[src/rtl/core/tlr_pkg.sv]
// Shared types and constants for the text line layout block.
// No dependencies; imported by every module of the block.
package tlr_pkg;

  // field widths of the streams and registers
  localparam int unsigned XIN_BITS   = 15;
  localparam int unsigned CODE_BITS  = 8;
  localparam int unsigned GLYPH_BITS = 8;
  localparam int unsigned TAB_BITS   = 10;
  localparam int unsigned LH_BITS    = 8;
  localparam int unsigned OUT_IDX_BITS = 16;
  localparam int unsigned CFG_INDEX_BITS = 3;
  localparam int unsigned CFG_DATA_BITS  = 15;
  localparam int unsigned S_TDATA_BITS = 48;
  localparam int unsigned M_TDATA_BITS = 80;

  // remainder unit resolves this many quotient bits per cycle
  localparam int unsigned DIV_STEP_BITS = 4;

  // item commands
  localparam logic [1:0] CMD_BEGIN = 2'd0;
  localparam logic [1:0] CMD_CHAR  = 2'd1;
  localparam logic [1:0] CMD_END   = 2'd2;

  // character codes
  localparam logic [7:0] CHR_TAB     = 8'd9;
  localparam logic [7:0] CHR_NEWLINE = 8'd10;
  localparam logic [7:0] CHR_PRINT_LO = 8'd32;
  localparam logic [7:0] CHR_PRINT_HI = 8'd127;

  // character classes
  localparam logic [1:0] CLS_OTHER   = 2'd0;
  localparam logic [1:0] CLS_NEWLINE = 2'd1;
  localparam logic [1:0] CLS_TAB     = 2'd2;
  localparam logic [1:0] CLS_PRINT   = 2'd3;

  // register indexes
  localparam logic [2:0] REG_FRAME_LEFT   = 3'd0;
  localparam logic [2:0] REG_FRAME_RIGHT  = 3'd1;
  localparam logic [2:0] REG_FRAME_BOTTOM = 3'd2;
  localparam logic [2:0] REG_TAB_WIDTH    = 3'd3;
  localparam logic [2:0] REG_LINE_HEIGHT  = 3'd4;

  // register reset values
  localparam logic [14:0] RST_FRAME_LEFT   = 15'd0;
  localparam logic [14:0] RST_FRAME_RIGHT  = 15'd1023;
  localparam logic [14:0] RST_FRAME_BOTTOM = 15'd767;
  localparam logic [9:0]  RST_TAB_WIDTH    = 10'd72;
  localparam logic [7:0]  RST_LINE_HEIGHT  = 8'd16;

  // datapath operations
  localparam logic [3:0] OP_NONE      = 4'd0;
  localparam logic [3:0] OP_BEGIN     = 4'd1;
  localparam logic [3:0] OP_END       = 4'd2;
  localparam logic [3:0] OP_NEWLINE   = 4'd3;
  localparam logic [3:0] OP_PRINT     = 4'd4;
  localparam logic [3:0] OP_OTHER     = 4'd5;
  localparam logic [3:0] OP_TAB_FLUSH = 4'd6;
  localparam logic [3:0] OP_TAB_STOP  = 4'd7;
  localparam logic [3:0] OP_TAB_RUN   = 4'd8;

  typedef struct packed {
    logic       ld_item;
    logic [3:0] op;
  } ctrl_cmd_t;

  typedef struct packed {
    logic [1:0] item_cmd;
    logic [1:0] char_class;
    logic       stopped;
    logic       out_free;
    logic       div_done;
    logic       tab_wrap;
    logic       nl_stop;
  } dp_status_t;

endpackage

[src/rtl/core/tlr_rem.sv]
// Multi-cycle remainder unit for tab stop spacing, DIV_STEP_BITS bits a cycle.
// Depends on tlr_pkg.
module tlr_rem #(
  parameter int MAG_BITS = 16
) (
  input  logic                         clk,
  input  logic                         rst,
  input  logic                         start,
  input  logic [MAG_BITS-1:0]          dividend,
  input  logic [tlr_pkg::TAB_BITS-1:0] divisor,
  output logic                         done,
  output logic [tlr_pkg::TAB_BITS-1:0] rem
);
  import tlr_pkg::*;

  localparam int NITER = (MAG_BITS + DIV_STEP_BITS - 1) / DIV_STEP_BITS;
  localparam int PADW  = NITER * DIV_STEP_BITS;
  localparam int CNTW  = $clog2(NITER + 1);

  logic [PADW-1:0]     shreg;
  logic [PADW-1:0]     sh_next;
  logic [TAB_BITS-1:0] div_q;
  logic [TAB_BITS:0]   part;
  logic [TAB_BITS-1:0] rem_next;
  logic [CNTW-1:0]     cnt;
  logic                busy;

  always_comb begin
    part = {1'b0, rem};
    sh_next = shreg;
    for (int i = 0; i < DIV_STEP_BITS; i++) begin
      part = {part[TAB_BITS-1:0], sh_next[PADW-1]};
      if (part >= {1'b0, div_q}) begin
        part = part - {1'b0, div_q};
      end
      sh_next = {sh_next[PADW-2:0], 1'b0};
    end
    rem_next = part[TAB_BITS-1:0];
  end

  always_ff @(posedge clk) begin
    if (rst) begin
      busy <= 1'b0;
      done <= 1'b0;
      cnt  <= '0;
    end else begin
      done <= 1'b0;
      if (start) begin
        busy <= 1'b1;
        cnt  <= CNTW'(NITER);
      end else if (busy) begin
        cnt <= cnt - 1'b1;
        if (cnt == CNTW'(1)) begin
          busy <= 1'b0;
          done <= 1'b1;
        end
      end
    end
  end

  always_ff @(posedge clk) begin
    if (start) begin
      shreg <= PADW'(dividend);
      div_q <= divisor;
      rem   <= '0;
    end else if (busy) begin
      shreg <= sh_next;
      rem   <= rem_next;
    end
  end

endmodule

[src/rtl/core/tlr_datapath.sv]
// Layout state, config registers, tab stop arithmetic and the result register.
// Depends on tlr_pkg and tlr_rem.
module tlr_datapath #(
  parameter int COORD_BITS = 16,
  parameter int INDEX_BITS = 16
) (
  input  logic                               clk,
  input  logic                               rst,
  input  logic [tlr_pkg::S_TDATA_BITS-1:0]   s_tdata,
  input  logic [1:0]                         s_tuser,
  output logic                               m_tvalid,
  input  logic                               m_tready,
  output logic [tlr_pkg::M_TDATA_BITS-1:0]   m_tdata,
  output logic [0:0]                         m_tuser,
  output logic                               m_tlast,
  input  logic                               cfg_valid,
  input  logic [tlr_pkg::CFG_INDEX_BITS-1:0] cfg_index,
  input  logic [tlr_pkg::CFG_DATA_BITS-1:0]  cfg_data,
  input  tlr_pkg::ctrl_cmd_t                 cmd,
  output tlr_pkg::dp_status_t                status
);
  import tlr_pkg::*;

  localparam int XW = (COORD_BITS > 15) ? COORD_BITS : 15;
  localparam int IW = INDEX_BITS;
  localparam logic [XW-1:0] CMASK = XW'((64'd1 << COORD_BITS) - 64'd1);

  // config
  logic [14:0]         frame_left, frame_right, frame_bottom;
  logic [TAB_BITS-1:0] tab_width;
  logic [LH_BITS-1:0]  line_height;

  // latched item
  logic [1:0]            item_cmd;
  logic [XIN_BITS-1:0]   item_sx, item_sy;
  logic [CODE_BITS-1:0]  item_code;
  logic [GLYPH_BITS-1:0] item_width;

  // layout state
  logic [XW-1:0] pen_x, run_x, line_y, stop_x;
  logic [XW-1:0] pen_x_next, run_x_next, line_y_next, stop_x_next;
  logic [IW-1:0] run_count, run_first, char_counter;
  logic [IW-1:0] run_count_next, run_first_next, char_counter_next;
  logic          stopped, stopped_next;
  logic          neg_q;

  // result register payload
  logic [14:0] o_sx, o_y, o_ex;
  logic [15:0] o_first, o_len;
  logic        o_done, o_last;

  // emit request
  logic          emit;
  logic [XW-1:0] e_sx, e_ex;
  logic [IW-1:0] e_first, e_len;
  logic          e_done, e_last;

  // arithmetic
  logic [XW-1:0]       left_x, right_x, bottom_x;
  logic [XW:0]         p_sum, lw_sum, ny_sum, off, off_n, tab2_sum;
  logic [XW-1:0]       p_x, lw_x, ny, mag, tab2_x, stop_calc;
  logic [XW+1:0]       st_sum;
  logic [TAB_BITS-1:0] tw_eff, rem;
  logic                nl_stop, tab_wrap, off_neg, div_done, out_free;
  logic [1:0]          char_class;
  logic [IW-1:0]       cc_inc, rc_inc;

  assign left_x   = XW'(frame_left);
  assign right_x  = XW'(frame_right);
  assign bottom_x = XW'(frame_bottom);
  assign tw_eff   = (tab_width == '0) ? TAB_BITS'(1) : tab_width;

  assign p_sum  = {1'b0, pen_x} + (XW+1)'(item_width);
  assign p_x    = p_sum[XW-1:0] & CMASK;
  assign lw_sum = {1'b0, left_x} + (XW+1)'(item_width);
  assign lw_x   = lw_sum[XW-1:0] & CMASK;
  assign ny_sum = {1'b0, line_y} + (XW+1)'(line_height);
  assign ny     = ny_sum[XW-1:0] & CMASK;
  assign nl_stop = (ny >= bottom_x);

  // offset from the left edge; sign kept apart for truncating remainder
  assign off     = {1'b0, pen_x} - {1'b0, left_x};
  assign off_n   = -off;
  assign off_neg = off[XW];
  assign mag     = off_neg ? off_n[XW-1:0] : off[XW-1:0];

  // behind the left edge the stop lands at pen + rem + tab
  assign st_sum = neg_q ? ({2'b0, pen_x} + (XW+2)'(rem) + (XW+2)'(tw_eff))
                        : ({2'b0, pen_x} - (XW+2)'(rem) + (XW+2)'(tw_eff));
  assign stop_calc = st_sum[XW-1:0] & CMASK;
  assign tab_wrap  = (stop_calc > right_x);
  assign tab2_sum  = {1'b0, left_x} + (XW+1)'(tw_eff);
  assign tab2_x    = tab2_sum[XW-1:0] & CMASK;

  assign cc_inc = char_counter + 1'b1;
  assign rc_inc = run_count + 1'b1;

  assign out_free = !m_tvalid || m_tready;

  always_comb begin
    if (item_code == CHR_NEWLINE) begin
      char_class = CLS_NEWLINE;
    end else if (item_code == CHR_TAB) begin
      char_class = CLS_TAB;
    end else if (item_code >= CHR_PRINT_LO && item_code <= CHR_PRINT_HI) begin
      char_class = CLS_PRINT;
    end else begin
      char_class = CLS_OTHER;
    end
  end

  tlr_rem #(.MAG_BITS(XW)) u_rem (
    .clk      (clk),
    .rst      (rst),
    .start    (cmd.op == OP_TAB_FLUSH),
    .dividend (mag),
    .divisor  (tw_eff),
    .done     (div_done),
    .rem      (rem)
  );

  always_comb begin
    pen_x_next        = pen_x;
    run_x_next        = run_x;
    line_y_next       = line_y;
    stop_x_next       = stop_x;
    run_count_next    = run_count;
    run_first_next    = run_first;
    char_counter_next = char_counter;
    stopped_next      = stopped;
    emit    = 1'b0;
    e_sx    = run_x;
    e_ex    = pen_x;
    e_first = run_first;
    e_len   = run_count;
    e_done  = 1'b0;
    e_last  = 1'b0;
    unique case (cmd.op)
      OP_NONE: begin
      end
      OP_BEGIN: begin
        pen_x_next        = XW'(item_sx) & CMASK;
        run_x_next        = XW'(item_sx) & CMASK;
        line_y_next       = XW'(item_sy) & CMASK;
        run_count_next    = '0;
        run_first_next    = '0;
        char_counter_next = '0;
        stopped_next      = 1'b0;
      end
      OP_END: begin
        if (!stopped && line_y < bottom_x) begin
          emit   = 1'b1;
          e_done = 1'b1;
          e_last = 1'b1;
        end
        stopped_next = 1'b1;
      end
      OP_NEWLINE: begin
        emit   = 1'b1;
        e_ex   = right_x;
        e_len  = rc_inc;
        e_last = 1'b1;
        char_counter_next = cc_inc;
        run_count_next    = '0;
        run_x_next        = left_x;
        line_y_next       = ny;
        stopped_next      = nl_stop;
        pen_x_next        = left_x;
        run_first_next    = cc_inc;
      end
      OP_PRINT: begin
        if (p_x > right_x) begin
          emit   = 1'b1;
          e_ex   = right_x;
          e_last = 1'b1;
          run_x_next   = left_x;
          line_y_next  = ny;
          stopped_next = nl_stop;
          run_first_next = char_counter;
          if (nl_stop) begin
            pen_x_next     = left_x;
            run_count_next = '0;
          end else begin
            // glyph placed on the new line without a second wrap
            pen_x_next        = lw_x;
            run_count_next    = IW'(1);
            char_counter_next = cc_inc;
          end
        end else begin
          pen_x_next        = p_x;
          char_counter_next = cc_inc;
          run_count_next    = rc_inc;
        end
      end
      OP_OTHER: begin
        char_counter_next = cc_inc;
        run_count_next    = rc_inc;
      end
      OP_TAB_FLUSH: begin
        if (run_count != '0) begin
          emit = 1'b1;
          run_x_next     = pen_x;
          run_count_next = '0;
          run_first_next = char_counter;
        end
      end
      OP_TAB_STOP: begin
        if (tab_wrap) begin
          emit   = 1'b1;
          e_ex   = right_x;
          e_last = nl_stop;
          run_count_next = '0;
          run_x_next     = left_x;
          line_y_next    = ny;
          stopped_next   = nl_stop;
          pen_x_next     = left_x;
          run_first_next = char_counter;
          stop_x_next    = tab2_x;
        end else begin
          stop_x_next = stop_calc;
        end
      end
      OP_TAB_RUN: begin
        emit    = 1'b1;
        e_ex    = stop_x;
        e_first = char_counter;
        e_len   = IW'(1);
        e_last  = 1'b1;
        pen_x_next        = stop_x;
        run_x_next        = stop_x;
        char_counter_next = cc_inc;
        run_count_next    = '0;
        run_first_next    = cc_inc;
      end
      default: begin
      end
    endcase
  end

  always_ff @(posedge clk) begin
    if (rst) begin
      frame_left   <= RST_FRAME_LEFT;
      frame_right  <= RST_FRAME_RIGHT;
      frame_bottom <= RST_FRAME_BOTTOM;
      tab_width    <= RST_TAB_WIDTH;
      line_height  <= RST_LINE_HEIGHT;
    end else if (cfg_valid) begin
      unique case (cfg_index)
        REG_FRAME_LEFT:   frame_left   <= cfg_data;
        REG_FRAME_RIGHT:  frame_right  <= cfg_data;
        REG_FRAME_BOTTOM: frame_bottom <= cfg_data;
        REG_TAB_WIDTH:    tab_width    <= cfg_data[TAB_BITS-1:0];
        REG_LINE_HEIGHT:  line_height  <= cfg_data[LH_BITS-1:0];
        default: begin
        end
      endcase
    end
  end

  always_ff @(posedge clk) begin
    if (rst) begin
      pen_x        <= '0;
      run_x        <= '0;
      line_y       <= '0;
      run_count    <= '0;
      run_first    <= '0;
      char_counter <= '0;
      stopped      <= 1'b0;
      m_tvalid     <= 1'b0;
    end else begin
      pen_x        <= pen_x_next;
      run_x        <= run_x_next;
      line_y       <= line_y_next;
      run_count    <= run_count_next;
      run_first    <= run_first_next;
      char_counter <= char_counter_next;
      stopped      <= stopped_next;
      if (emit) begin
        m_tvalid <= 1'b1;
      end else if (m_tready) begin
        m_tvalid <= 1'b0;
      end
    end
  end

  always_ff @(posedge clk) begin
    stop_x <= stop_x_next;
    if (cmd.op == OP_TAB_FLUSH) begin
      neg_q <= off_neg;
    end
    if (cmd.ld_item) begin
      item_cmd   <= s_tuser;
      item_sx    <= s_tdata[14:0];
      item_sy    <= s_tdata[29:15];
      item_code  <= s_tdata[37:30];
      item_width <= s_tdata[45:38];
    end
    if (emit) begin
      o_sx    <= e_sx[14:0];
      o_y     <= line_y[14:0];
      o_ex    <= e_ex[14:0];
      o_first <= OUT_IDX_BITS'(e_first);
      o_len   <= OUT_IDX_BITS'(e_len);
      o_done  <= e_done;
      o_last  <= e_last;
    end
  end

  assign m_tdata = {3'b000, o_len, o_first, o_ex, o_y, o_sx};
  assign m_tuser = o_done;
  assign m_tlast = o_last;

  assign status.item_cmd   = item_cmd;
  assign status.char_class = char_class;
  assign status.stopped    = stopped;
  assign status.out_free   = out_free;
  assign status.div_done   = div_done;
  assign status.tab_wrap   = tab_wrap;
  assign status.nl_stop    = nl_stop;

endmodule

[src/rtl/core/tlr_ctrl.sv]
// Sequencer for the layout block: takes a word, steps the datapath operations.
// Depends on tlr_pkg.
module tlr_ctrl (
  input  logic                clk,
  input  logic                rst,
  input  logic                s_tvalid,
  output logic                s_tready,
  output tlr_pkg::ctrl_cmd_t  cmd,
  input  tlr_pkg::dp_status_t status
);
  import tlr_pkg::*;

  localparam logic [2:0] S_IDLE  = 3'd0;
  localparam logic [2:0] S_EXEC  = 3'd1;
  localparam logic [2:0] S_DIV   = 3'd2;
  localparam logic [2:0] S_TSTOP = 3'd3;
  localparam logic [2:0] S_TRUN  = 3'd4;

  logic [2:0] state, state_next;

  assign s_tready = (state == S_IDLE);

  always_comb begin
    state_next  = state;
    cmd.ld_item = 1'b0;
    cmd.op      = OP_NONE;
    unique case (state)
      S_IDLE: begin
        if (s_tvalid) begin
          cmd.ld_item = 1'b1;
          state_next  = S_EXEC;
        end
      end
      S_EXEC: begin
        unique case (status.item_cmd)
          CMD_BEGIN: begin
            cmd.op     = OP_BEGIN;
            state_next = S_IDLE;
          end
          CMD_END: begin
            if (status.out_free) begin
              cmd.op     = OP_END;
              state_next = S_IDLE;
            end
          end
          CMD_CHAR: begin
            if (status.stopped) begin
              state_next = S_IDLE;
            end else if (status.out_free) begin
              unique case (status.char_class)
                CLS_NEWLINE: begin
                  cmd.op     = OP_NEWLINE;
                  state_next = S_IDLE;
                end
                CLS_PRINT: begin
                  cmd.op     = OP_PRINT;
                  state_next = S_IDLE;
                end
                CLS_TAB: begin
                  cmd.op     = OP_TAB_FLUSH;
                  state_next = S_DIV;
                end
                default: begin
                  cmd.op     = OP_OTHER;
                  state_next = S_IDLE;
                end
              endcase
            end
          end
          default: state_next = S_IDLE;
        endcase
      end
      S_DIV: begin
        if (status.div_done) begin
          state_next = S_TSTOP;
        end
      end
      S_TSTOP: begin
        if (status.out_free) begin
          cmd.op = OP_TAB_STOP;
          // wrapping below the bottom ends the tab there
          state_next = (status.tab_wrap && status.nl_stop) ? S_IDLE : S_TRUN;
        end
      end
      S_TRUN: begin
        if (status.out_free) begin
          cmd.op     = OP_TAB_RUN;
          state_next = S_IDLE;
        end
      end
      default: state_next = S_IDLE;
    endcase
  end

  always_ff @(posedge clk) begin
    if (rst) begin
      state <= S_IDLE;
    end else begin
      state <= state_next;
    end
  end

endmodule

[src/rtl/core/text_line_layout_runs.sv]
// Top level of the text line layout block: draw runs from a character stream.
// Depends on tlr_pkg, tlr_ctrl, tlr_datapath (and tlr_rem below it).
//
//  channel | dir | handshake          | contents
//  s_*     | in  | s_tvalid/s_tready  | one item: command, start point, char
//  m_*     | out | m_tvalid/m_tready  | one draw run, up to three per item
//  cfg_*   | in  | cfg_valid/cfg_ready| register index and write data
//
// Begin, end and plain characters are latched on acceptance and then executed.
// A tab flushes the open run, waits for the remainder unit that finds the tab
// stop 4 bits a cycle, then places the stop, wrapping if needed, and emits the tab run.
// A new word is taken while a finished run still waits in the output
// register; a stalled output holds the sequencer before its next run.
// Reset is synchronous and restores the register defaults and zero state.
module text_line_layout_runs #(
  parameter int COORD_BITS = 16,
  parameter int INDEX_BITS = 16
) (
  input  logic                               clk,
  input  logic                               rst,
  input  logic                               s_tvalid,
  output logic                               s_tready,
  // start_x, start_y, char_code, char_width, zero pad
  input  logic [tlr_pkg::S_TDATA_BITS-1:0]   s_tdata,
  // command
  input  logic [1:0]                         s_tuser,
  output logic                               m_tvalid,
  input  logic                               m_tready,
  // run_start_x, run_y, run_end_x, first_index, run_length, zero pad
  output logic [tlr_pkg::M_TDATA_BITS-1:0]   m_tdata,
  // complete
  output logic [0:0]                         m_tuser,
  output logic                               m_tlast,
  input  logic                               cfg_valid,
  output logic                               cfg_ready,
  input  logic [tlr_pkg::CFG_INDEX_BITS-1:0] cfg_index,
  input  logic [tlr_pkg::CFG_DATA_BITS-1:0]  cfg_data
);
  import tlr_pkg::*;

  ctrl_cmd_t  cmd;
  dp_status_t status;

  assign cfg_ready = 1'b1;

  tlr_ctrl u_ctrl (
    .clk      (clk),
    .rst      (rst),
    .s_tvalid (s_tvalid),
    .s_tready (s_tready),
    .cmd      (cmd),
    .status   (status)
  );

  tlr_datapath #(
    .COORD_BITS (COORD_BITS),
    .INDEX_BITS (INDEX_BITS)
  ) u_datapath (
    .clk       (clk),
    .rst       (rst),
    .s_tdata   (s_tdata),
    .s_tuser   (s_tuser),
    .m_tvalid  (m_tvalid),
    .m_tready  (m_tready),
    .m_tdata   (m_tdata),
    .m_tuser   (m_tuser),
    .m_tlast   (m_tlast),
    .cfg_valid (cfg_valid && cfg_ready),
    .cfg_index (cfg_index),
    .cfg_data  (cfg_data),
    .cmd       (cmd),
    .status    (status)
  );

endmodule

[config.mk]
export PLATFORM = sky130hd
export DESIGN_NAME = text_line_layout_runs
export DESIGN_NICKNAME = d
export VERILOG_FILES = /design/src/rtl/core/tlr_pkg.sv /design/src/rtl/core/tlr_rem.sv /design/src/rtl/core/tlr_datapath.sv /design/src/rtl/core/tlr_ctrl.sv /design/src/rtl/core/text_line_layout_runs.sv
export SDC_FILE = /design/constraint.sdc
export NUM_CORES = 1
export LEC_CHECK = 0
export BUFFER_PORTS_ARGS = -buffer_cell sky130_fd_sc_hd__clkbuf_2
export CAP_MARGIN = 20
export CORE_AREA = 2 2 206 208
export CTS_BUF_LIST = sky130_fd_sc_hd__clkbuf_4
export DETAILED_ROUTE_END_ITERATION = 10
export DIE_AREA = 0 0 208 210
export HOLD_SLACK_MARGIN = 0.06
export PLACE_DENSITY = 0.78
export SYNTH_ARGS = -nofsm -noshare
export SYNTH_HDL_FRONTEND = slang
export SYNTH_SLANG_ARGS = --single-unit
[constraint.sdc]
create_clock -name clk -period 8 [get_ports clk]
set_input_delay 1.2 -clock clk [delete_from_list [all_inputs] [get_ports clk]]
set_output_delay 1.2 -clock clk [all_outputs]
set_load 0.05 [all_outputs]
==> reports/qor.csv, run 1 <==
stage,metric,value,unit
outcome,status,finished clean,
final_layout,fin_cells,3511,
drt,drt_pass1_iterations,6,
clock_tree,cts_made_buffers,92,
global_routing,grt_start_max_net_pins,79,
critical_path,cpMostUsedCell,a21oi_2,
clock_tree,clk_latency,0.81,ns
logic_synthesis,syn-cell-area,0.02331,mm²
timing,max_freq,125.9,MHz
logic_synthesis,yosys-top-cells-area,"edfxtp_1 22%, dfxtp_1 15%, ha_1 10%, nand2_1 4.2%, nor2_1 3.9%",
global_routing,grt_pass1_vias,20761,
critical_path,cp.arrival,8.54,ns
placed_design,portBuffers,151,
global_routing,antenna_found_initial,2,
global_routing,grt_usage,0.3170,
drt,drtIter0Drc,2293,
floorplanning,fp.coreArea,0.04148,mm²
global_routing,grt_overflow,0,
drt,drc,0,
floorplanning,dieWidth,208,µm
final_layout,multi_input_area,0.01381,mm²
min_path,hold_path.class,reg -> reg,
critical_path,path_class,reg -> reg,
clock_tree,cts.htree.levels,3,
critical_path,worstPathRequired,8.60,ns
floorplanning,num_rows,75,
logic_synthesis,netlist.area_leader.share,0.2190,
timing,tightest_slew,1.165,ns
final_layout,syn_to_final_growth,16.61,%
critical_path,critPathCaptureType,flop,
timing,final_hold_viol_count,0,
clock_tree,clock_path_buffers,3,
logic_synthesis,synth-edff-count,170,
drt,antenna_left,0,
final_layout,stdcell_area,0.02718,mm²
final_layout,num-nets-final,3184,
logic_synthesis,synthFlopType,dfxtp_1,
final_layout,fillers,3487,
run,max-cap-violations,0,
timing,slew_violations,0,
placed_design,placed_area,0.02552,mm²
logic_synthesis,synth_top_area_cell,edfxtp_1,
timing,final.min_clock_period,7.941,ns
global_routing,grt_pass1_wl,110600,µm
timing,tns,0,ns
critical_path,critical_path_buf_inv_count,4,
drt,wl_per_cell,20.23,µm
timing,fin_skew,0.07400,ns
logic_synthesis,yosys.cell_types.count,93,
clock_tree,cts_tree,yes,
power,leakage,11.53,nW
placed_design,dp.final_hpwl,52940,µm
logic_synthesis,ys_seq_area_frac,0.3719,
floorplanning,ios,158,
timing,setup_viol,0,
drt,viasPerCell,6.111,
timing,max_slew_margin,0.2207,
floorplanning,start_util,0.5620,
critical_path,cpMaxStageDelayCell,edfxtp_1,
placed_design,dp_cells,3314,
logic_synthesis,async_reset_ff_frac,0,
clock_tree,root_buffer,clkbuf_4,
clock_tree,cts.sinks,348,
power,totalPowerFinal,9.435,mW
logic_synthesis,yosysWarningCount,0,
floorplanning,die_y,210,µm
timing,timing.final.crit_share,0.9926,
drt,wirelength,71020,µm
placed_design,gp_congestion,0.9576,
final_layout,drive_gt1_frac,0.1976,
floorplanning,die_area,0.04368,mm²
logic_synthesis,ys_ff_latch,348,
critical_path,cp_slowest_stage_delay,0.45,ns
critical_path,crit_path_max_fanout,8,
clock_tree,path_clk_slew,0.07,ns
final_layout,regArea,0.008668,mm²
logic_synthesis,syn_avg_cell_area,8.935,µm²
drt,dr_total_vias,21456,
critical_path,crit_family,compound AO/OA/AOI/OAI gates,
power,ir_drop,0.0004059,V
timing,rsz0062_at_grt,yes,
critical_path,critPathLaunchType,flop,
power,power_density,347.1,mW/mm²
logic_synthesis,syn_inst,2609,
[cells in the mapped netlist (all sizes together), types with 17 or more instances]
cell type    n
edfxtp     170
o21ai      180
xnor2       85
xor2        46
nand2b      25
nand3       63
nand2      261
a221o       18
mux2        21
and2        22
o21a        31
buf         30
a211o       36
and3        36
a211oi      18
nor2b       31
or3         26
o31ai       36
a221oi      32
nor3        63
mux2i       34
a21o        34
dfxtp      178
a21oi      157
clkbuf     101
fa          30
ha         190
nor2       246
inv        179
a311oi      25
nand4       26
nand3b      17
[cells by family after synthesis]
| logic type | synth area share |
|---|---|
| buf+inv | 0.05217 |
| fa+ha+maj | 0.1277 |
| xor+xnor | 0.04954 |
| other cells | 0.0003222 |
| flops | 0.3719 |
| simple gates | 0.1744 |
| compound gates | 0.1992 |
| mux | 0.02474 |
[metal layers]
metal / wire length [µm] / vias up / global-route usage
met5: 0 / - / 0
met4: 2654 / 0 / 0.1357
met3: 6166 / 195 / 0.06228
met2: 32110 / 1013 / 0.5072
met1: 30090 / 10184 / 0.4209
li1: - / 10064 / -
[flip-flops by register name, summed over array words and instances, names as in the netlist, 16 cells and up]
signal	cells
u_datapath.stop_x	16
u_datapath.run_first	16
u_datapath.o_first	16
u_datapath.u_rem.shreg	16
u_datapath.char_counter	16
u_datapath.run_count	16
u_datapath.line_y	16
u_datapath.pen_x	16
u_datapath.o_len	16
[what timing repair did]
item                       CTS  global route
setup endpoints to repair   10            10
gates resized for setup     13            35
hold buffers                 0             0
pin swaps                    8            15
buffers inserted             7            11
[stage by stage]
step / setup slack, ns / utilization / hold slack (ns)
final: 0.05897 / 0.6554 / 0.4281
after detailed placement: -0.2183 / 0.6152 / 0.4218
after global routing: -0.2452 / 0.6554 / 0.4474
after global placement: -0.1733 / 0.6145 / 0.4185
after floorplan: 0.03996 / - / 0.4090
after CTS: 0.002575 / 0.6488 / 0.4278
[final timing paths]
check,endpoint,slack [ns],start,cells past startpoint
setup / recovery,u_datapath.u_rem.rem[7],0.06,u_datapath.u_rem.shreg[15],37
hold reg to reg,u_datapath.o_sx[0],0.43,u_datapath.e_sx[0],0
hold / removal,u_datapath.o_sx[0],0.43,u_datapath.e_sx[0],0
setup reg to reg,u_datapath.u_rem.rem[7],0.06,u_datapath.u_rem.shreg[15],37
[cell usage in the layout (no fill, tap or decap), types with 30 or more instances in the layout]
cell / count
nand2_1: 261
nor2_1: 239
ha_1: 179
dfxtp_1: 178
inv_1: 173
edfxtp_1: 170
buf_4: 155
o21ai_0: 152
a21oi_1: 150
clkbuf_2: 150
clkbuf_4: 148
xnor2_1: 85
nand3_1: 62
nor3_1: 57
xor2_1: 45
and3_1: 36
a211o_1: 36
o31ai_1: 35
o21a_1: 31
a21o_1: 31
nor2b_1: 31
a221oi_1: 30
[report_power, final]
group	switching [mW]	total (mW)	internal, mW
sequential	0.0794	2.06	1.98
combinational	2.94	5.69	2.75
clock	0.781	1.69	0.906
total	3.80	9.44	5.63
[layout make-up]
type	count	area share
Multi-Input combinational cell	1952	0.5080
Sequential cell	348	0.3189
Timing Repair Buffer	317	0.07636
Clock buffer	148	0.04087
Inverter	180	0.02485
Tap cell	539	0.02481
Clock inverter	25	0.006076
Antenna cell	2	0.0001841
No activity file was read; power rests on OpenSTA's default activity.
==> run 2: changes to the inputs <==
Settings changed: CORE_AREA 2 2 206 208 to 2 2 245 247, DIE_AREA 0 0 208 210 to 0 0 247 249, PLACE_DENSITY 0.78 to default, RECOVER_POWER from default to 50.
==> reports/qor.csv, run 2 (synthesis results as in run 1) <==
stage,metric,value,unit,change
outcome,status,finished with violations,,
outcome,violations,"max-capacitance violations, max-slew violations",,
final_layout,num-nets-final,3196,,+0.38%
global_routing,grt_pass1_vias,20342,,-2.0%
placed_design,dp_cells,3550,,+7.1%
clock_tree,clock_path_buffers,3,,unchanged
timing,final.min_clock_period,7.933,ns,-0.008161 ns
timing,max_slew_margin,-1.912,,-2.133
timing,timing.final.crit_share,0.9916,,-0.001020
timing,final_hold_viol_count,0,,unchanged
critical_path,worstPathRequired,8.70,ns,+0.10 ns
floorplanning,die_area,0.06150,mm²,+41%
timing,rsz0062_at_grt,yes,,
critical_path,critPathCaptureType,flop,,
floorplanning,fp.coreArea,0.05869,mm²,+41%
placed_design,gp_congestion,0.9291,,-3.0%
final_layout,fillers,5715,,+64%
power,power_density,344.0,mW/mm²,-0.90%
final_layout,final_cell_mix,"260 x nand2_1, 239 x nor2_1, 178 x dfxtp_1",,
timing,max_freq,126.1,MHz,+0.10%
floorplanning,die_y,249,µm,+19%
global_routing,grt_pass1_wl,113700,µm,+2.8%
power,intPower,5.684,mW,+0.94%
drt,drc,0,,unchanged
power,p_clk_frac,0.187,,+0.008
min_path,hold_path.class,reg -> reg,,
final_layout,final_common_cell,nand2_1,,
power,seqPwrFrac,0.217,,about the same
clock_tree,root_buffer,clkbuf_4,,
clock_tree,cts_tree,yes,,
power,p_switching,3.834,mW,+0.79%
drt,drt_pass1_iterations,5,,-1
final_layout,fin_cells,3761,,+7.1%
floorplanning,ios,158,,unchanged
final_layout,syn_to_final_growth,18.70,%,
critical_path,crit_path_max_fanout,5,,-3
timing,setup_viol,0,,unchanged
power,power_switching_share,0.4028,,about the same
floorplanning,num_rows,89,,+19%
critical_path,path_class,reg -> reg,,
clock_tree,clk_latency,0.87,ns,+0.06 ns
drt,antenna_left,0,,unchanged
timing,tightest_slew,4.369,ns,+3.204 ns
drt,wirelength,73820,µm,+3.9%
drt,drtIter0Drc,1586,,-31%
power,totalPowerFinal,9.518,mW,+0.88%
run,max-cap-violations,4,,+4
drt,viasPerCell,5.580,,-8.7%
placed_design,dp.final_hpwl,55870,µm,+5.5%
global_routing,grt_start_max_net_pins,94,,+19%
global_routing,grt_overflow,0,,unchanged
floorplanning,start_util,0.3972,,-0.1648
drt,wl_per_cell,19.63,µm,-3.0%
clock_tree,cts.sinks,348,,unchanged
critical_path,cpMaxStageDelayCell,or4_4,,
timing,slew_violations,244,,+244
drt,dr_total_vias,20988,,-2.2%
clock_tree,path_clk_slew,0.07,ns,about the same
power,combPwrFrac,0.597,,-0.006
floorplanning,dieWidth,247,µm,+19%
critical_path,critical_path_buf_inv_count,5,,+1
critical_path,cp.arrival,8.64,ns,+0.10 ns
final_layout,drive_gt1_frac,0.1763,,-0.02137
clock_tree,cts_made_buffers,96,,+4.3%
critical_path,crit_family,compound AO/OA/AOI/OAI gates,,
critical_path,cp_slowest_stage_delay,0.52,ns,+0.07 ns
global_routing,grt_usage,0.2366,,-0.08040
power,ir_drop,0.0003305,V,-19%
placed_design,portBuffers,151,,unchanged
critical_path,critPathLaunchType,flop,,
clock_tree,hold_buffers,0,,unchanged
clock_tree,cts.htree.levels,3,,unchanged
power,leakage,11.28,nW,-2.1%
critical_path,cpMostUsedCell,ha_4,,
timing,fin_skew,0.07344,ns,-0.0005649 ns
global_routing,antenna_found_initial,2,,unchanged
-- run 2: cell types whose count changed in the layout (fill, tap and decap cells not counted), sizes merged --
| cell | delta |
|---|---|
| a21o | +1 |
| buf | +2 |
| clkinvlp | +3 |
| and2 | +1 |
| dlymetal6s2s | -1 |
| bufinv | +1 |
| diode | +2 |
| clkbuf | +11 |
| inv | -1 |
| clkinv | -3 |
-- run 2: layer usage --
layer | up-vias | track usage | share of wire
met5 | - | 0 | 0
met4 | 0 | 0.08021 | 0.029
met3 | 140 | 0.04665 | 0.068
met2 | 704 | 0.3719 | 0.45
met1 | 10035 | 0.3236 | 0.45
li1 | 10109 | - | -
-- run 2: worst paths after layout --
kind | from | end | slack, ns | cells after the start
worst min register to register | u_datapath.e_sx[10] | u_datapath.o_sx[10] | 0.44 | 0
worst max register to register | u_datapath.u_rem.div_q[9] | u_datapath.u_rem.rem[4] | 0.07 | 35
worst max-delay path | u_datapath.u_rem.div_q[9] | u_datapath.u_rem.rem[4] | 0.07 | 35
worst min-delay path | u_datapath.e_sx[10] | u_datapath.o_sx[10] | 0.44 | 0
-- run 2: metrics by stage --
step | hold WS, ns | setup slack (ns) | setup TNS, ns | utilization | cell area [µm²]
floorplan | 0.4090 | 0.03996 | 0 | - | 23490
global placement | 0.4222 | -0.3384 | -2.645 | 0.4394 | 25790
detailed placement | 0.4217 | -0.4271 | -3.216 | 0.4394 | 25790
CTS | 0.4362 | 0.005850 | 0 | 0.4641 | 27240
global route | 0.4454 | -0.2320 | -1.780 | 0.4715 | 27670
finish | 0.4359 | 0.06713 | 0 | 0.4715 | 27670
-- run 2: what timing repair did --
item,in CTS,in global routing
resized for setup,15,73
endpoints found under the setup margin,10,10
gates cloned,1,1
pin swaps,3,16
buffers inserted,3,20
-- run 2: layout make-up --
| cell class | instances | area (µm²) | area share |
|---|---|---|---|
| repair buffers | 323 | 1954 | 0.07063 |
| multi-input cells | 1954 | 14040 | 0.5074 |
| inverters | 180 | 675.6 | 0.02442 |
| flip-flops and latches | 348 | 8668 | 0.3133 |
| diodes | 4 | 10.01 | 0.0003617 |
| clock inverters | 25 | 197.7 | 0.007144 |
| well taps | 773 | 967.2 | 0.03495 |
| clock buffers | 154 | 1156 | 0.04178 |
-- run 2: power groups by stage --
stage,Combinational (mW),Clock [mW],Sequential [mW]
finish,5.68,1.78,2.06
global route,6.17,1.92,2.07
CTS,5.25,1.82,2.06
detailed placement,5.01,0,2.09
global placement,4.96,0,2.09
floorplan,3.18,0,2.15
==> run 3: changes to the inputs <==
Settings changed: CORE_AREA 2 2 245 247 to 2 2 262 264, DIE_AREA 0 0 247 249 to 0 0 264 266, GPL_TIMING_DRIVEN from default to 0.
==> reports/qor.csv, run 3 (synthesis results as in run 1) <==
stage,metric,value,unit,change
power,power_density,330.2,mW/mm²,-4.0%
floorplanning,die_y,266,µm,+6.8%
timing,max_slew_margin,-0.3789,,+1.533
critical_path,cp.arrival,8.78,ns,+0.14 ns
outcome,violations,"max-capacitance violations, max-slew violations, negative setup slack",,
global_routing,antenna_found_initial,3,,+1
run,max-cap-violations,3,,-1
final_layout,post-route-util,0.4065,,-0.06505
power,ir_drop,0.0003233,V,-2.2%
critical_path,critPathLaunchType,flop,,
drt,wirelength,77810,µm,+5.4%
timing,timing.final.crit_share,1.006,,+0.01462
final_layout,stdcell_area,0.02754,mm²,-0.49%
floorplanning,fp.coreArea,0.06775,mm²,+15%
critical_path,cpMaxStageDelayCell,or4_4,,
clock_tree,cts.htree.levels,3,,unchanged
placed_design,gp_congestion,0.9582,,+3.1%
drt,drt_pass1_iterations,5,,unchanged
final_layout,fin_cells,3897,,+3.6%
critical_path,crit_path_max_fanout,7,,+2
final_layout,multi_input_area,0.01403,mm²,about the same
floorplanning,dieWidth,264,µm,+6.9%
timing,rsz0062_at_grt,yes,,
critical_path,cp_slowest_stage_delay,0.54,ns,+0.02 ns
min_path,holdPathEnd,u_datapath.o_sx[8],,
final_layout,final_common_cell,nand2_1,,
drt,dr_total_vias,21245,,+1.2%
drt,drc,0,,unchanged
final_layout,drive_gt1_frac,0.1465,,-0.02981
placed_design,portBuffers,151,,unchanged
timing,final.min_clock_period,8.050,ns,+0.1170 ns
drt,antenna_left,0,,unchanged
min_path,hold_path.class,reg -> reg,,
global_routing,grt_overflow,0,,unchanged
critical_path,critPathCaptureType,flop,,
critical_path,worstPathRequired,8.73,ns,+0.03 ns
final_layout,final_cell_mix,"260 x nand2_1, 242 x nor2_1, 199 x clkbuf_1",,
critical_path,path_class,reg -> reg,,
clock_tree,cts.sinks,348,,unchanged
global_routing,grt_pass1_vias,20184,,-0.78%
power,leakage,10.95,nW,-2.9%
drt,drtIter0Drc,1857,,+17%
floorplanning,num_rows,96,,+7.9%
timing,fin_skew,0.06865,ns,-0.004792 ns
clock_tree,hold_buffers,0,,unchanged
floorplanning,ios,158,,unchanged
global_routing,grt_start_max_net_pins,59,,-37%
min_path,worstHoldPathCells,0,,unchanged
floorplanning,start_util,0.3441,,-0.05312
timing,slew_violations,65,,-73%
clock_tree,cts_made_buffers,93,,-3.1%
final_layout,fillers,6952,,+22%
critical_path,r2r_start,u_datapath.u_rem.div_q[1],,
critical_path,r2r_setup_slack,-0.05,ns,-0.12 ns
critical_path,reg2regPathDepth,38,,+8.6%
final_layout,regArea,0.008673,mm²,about the same
placed_design,dp_cells,3650,,+2.8%
min_path,min_from,u_datapath.e_sx[8],,
global_routing,grt_pass1_wl,117200,µm,+3.0%
clock_tree,clock_path_buffers,3,,unchanged
drt,viasPerCell,5.452,,-2.3%
floorplanning,die_area,0.07022,mm²,+14%
placed_design,dp.final_hpwl,59190,µm,+5.9%
clock_tree,clk_latency,0.90,ns,+0.03 ns
placed_design,detailedPlace.worstSlack,-1.541,ns,-1.114 ns
timing,tightest_slew,2.053,ns,-2.316 ns
critical_path,timing.rr.end,u_datapath.u_rem.rem[9],,
global_routing,grt_usage,0.2155,,-0.02105
final_layout,num-nets-final,3224,,+0.88%
critical_path,cpMostUsedCell,ha_4,,
timing,fin_ws,-0.04982,ns,-0.1170 ns
timing,final_hold_viol_count,0,,unchanged
final_layout,syn_to_final_growth,18.12,%,
clock_tree,root_buffer,clkbuf_4,,
timing,tns,-0.2355,ns,-0.2355 ns
timing,max_freq,124.2,MHz,-1.5%
outcome,status,finished with violations,,
clock_tree,cts_tree,yes,,
placed_design,placed_area,0.02544,mm²,-1.3%
drt,wl_per_cell,19.97,µm,+1.7%
timing,setup_viol,7,,+7
clock_tree,path_clk_slew,0.06,ns,about the same
==> run 3: timing repair <==
| item | in CTS | in global routing |
|---|---|---|
| resized for setup | 69 | 33 |
| endpoints found under the hold margin | 0 | 0 |
| endpoints found under the setup margin | 10 | 10 |
| buffers inserted | 46 | 20 |
| gates cloned | 1 | 0 |
| pin swaps | 38 | 20 |
==> run 3: report_power, final <==
part           switching [mW]  total, mW  internal, mW  leakage [nW]
Sequential              0.126       2.11          1.98          3.00
Clock                   0.805       1.64         0.838         0.730
Combinational            2.81       5.34          2.53          7.22
Total                    3.74       9.09          5.35          10.9
==> run 3: per-stage QoR <==
step | hold slack [ns] | total power [mW]
final | 0.4334 | 9.091
after floorplan | 0.4090 | 5.330
after CTS | 0.4242 | 8.682
after global placement | 0.4152 | 6.239
after global routing | 0.4167 | 9.662
after detailed placement | 0.4192 | 6.254
==> run 3: metal layers <==
| metal | GRT usage | vias to the layer above | part of all wire |
|---|---|---|---|
| met1 | 0.2972 | 10085 | 0.45 |
| met3 | 0.04085 | 138 | 0.077 |
| met2 | 0.3402 | 844 | 0.45 |
| li1 | - | 10178 | - |
| met4 | 0.06818 | 0 | 0.027 |
| met5 | 0 | - | 0 |
==> run 3: how the worst max path moves through the flow <==
stage | start | endpoint | slack, ns | depth (start not counted)
floorplan | u_datapath.u_rem.div_q[7] | u_datapath.u_rem.rem[0] | 0.04 | 36
global placement | u_datapath.pen_x[1] | u_datapath.o_ex[4] | -1.71 | 19
detailed placement | u_datapath.u_rem.div_q[1] | u_datapath.u_rem.rem[0] | -1.54 | 38
CTS | u_datapath.u_rem.div_q[0] | u_datapath.u_rem.rem[6] | -0.22 | 38
global route | u_datapath.u_rem.div_q[0] | u_datapath.u_rem.rem[5] | -0.33 | 38
finish | u_datapath.u_rem.div_q[1] | u_datapath.u_rem.rem[9] | -0.05 | 38
==> run 3: area by class of cell <==
type,count,share of cell area
diodes,4,0.0003635
plain buffers,131,0.02045
clock buffers,139,0.03790
clock inverters,36,0.007180
inverters,180,0.02536
multi-input cells,1952,0.5094
flip-flops and latches,348,0.3150
well taps,882,0.04008
repair buffers,225,0.04426
==> run 3: worst max-delay path, delay by kind of cell, from the launching register on <==
family,cells,cell delay (ns)
fa+ha+maj,4,1.00
simple gates,4,0.97
compound gates,19,3.58
mux,3,0.81
flops,1,0.48
buf+inv,8,1.04
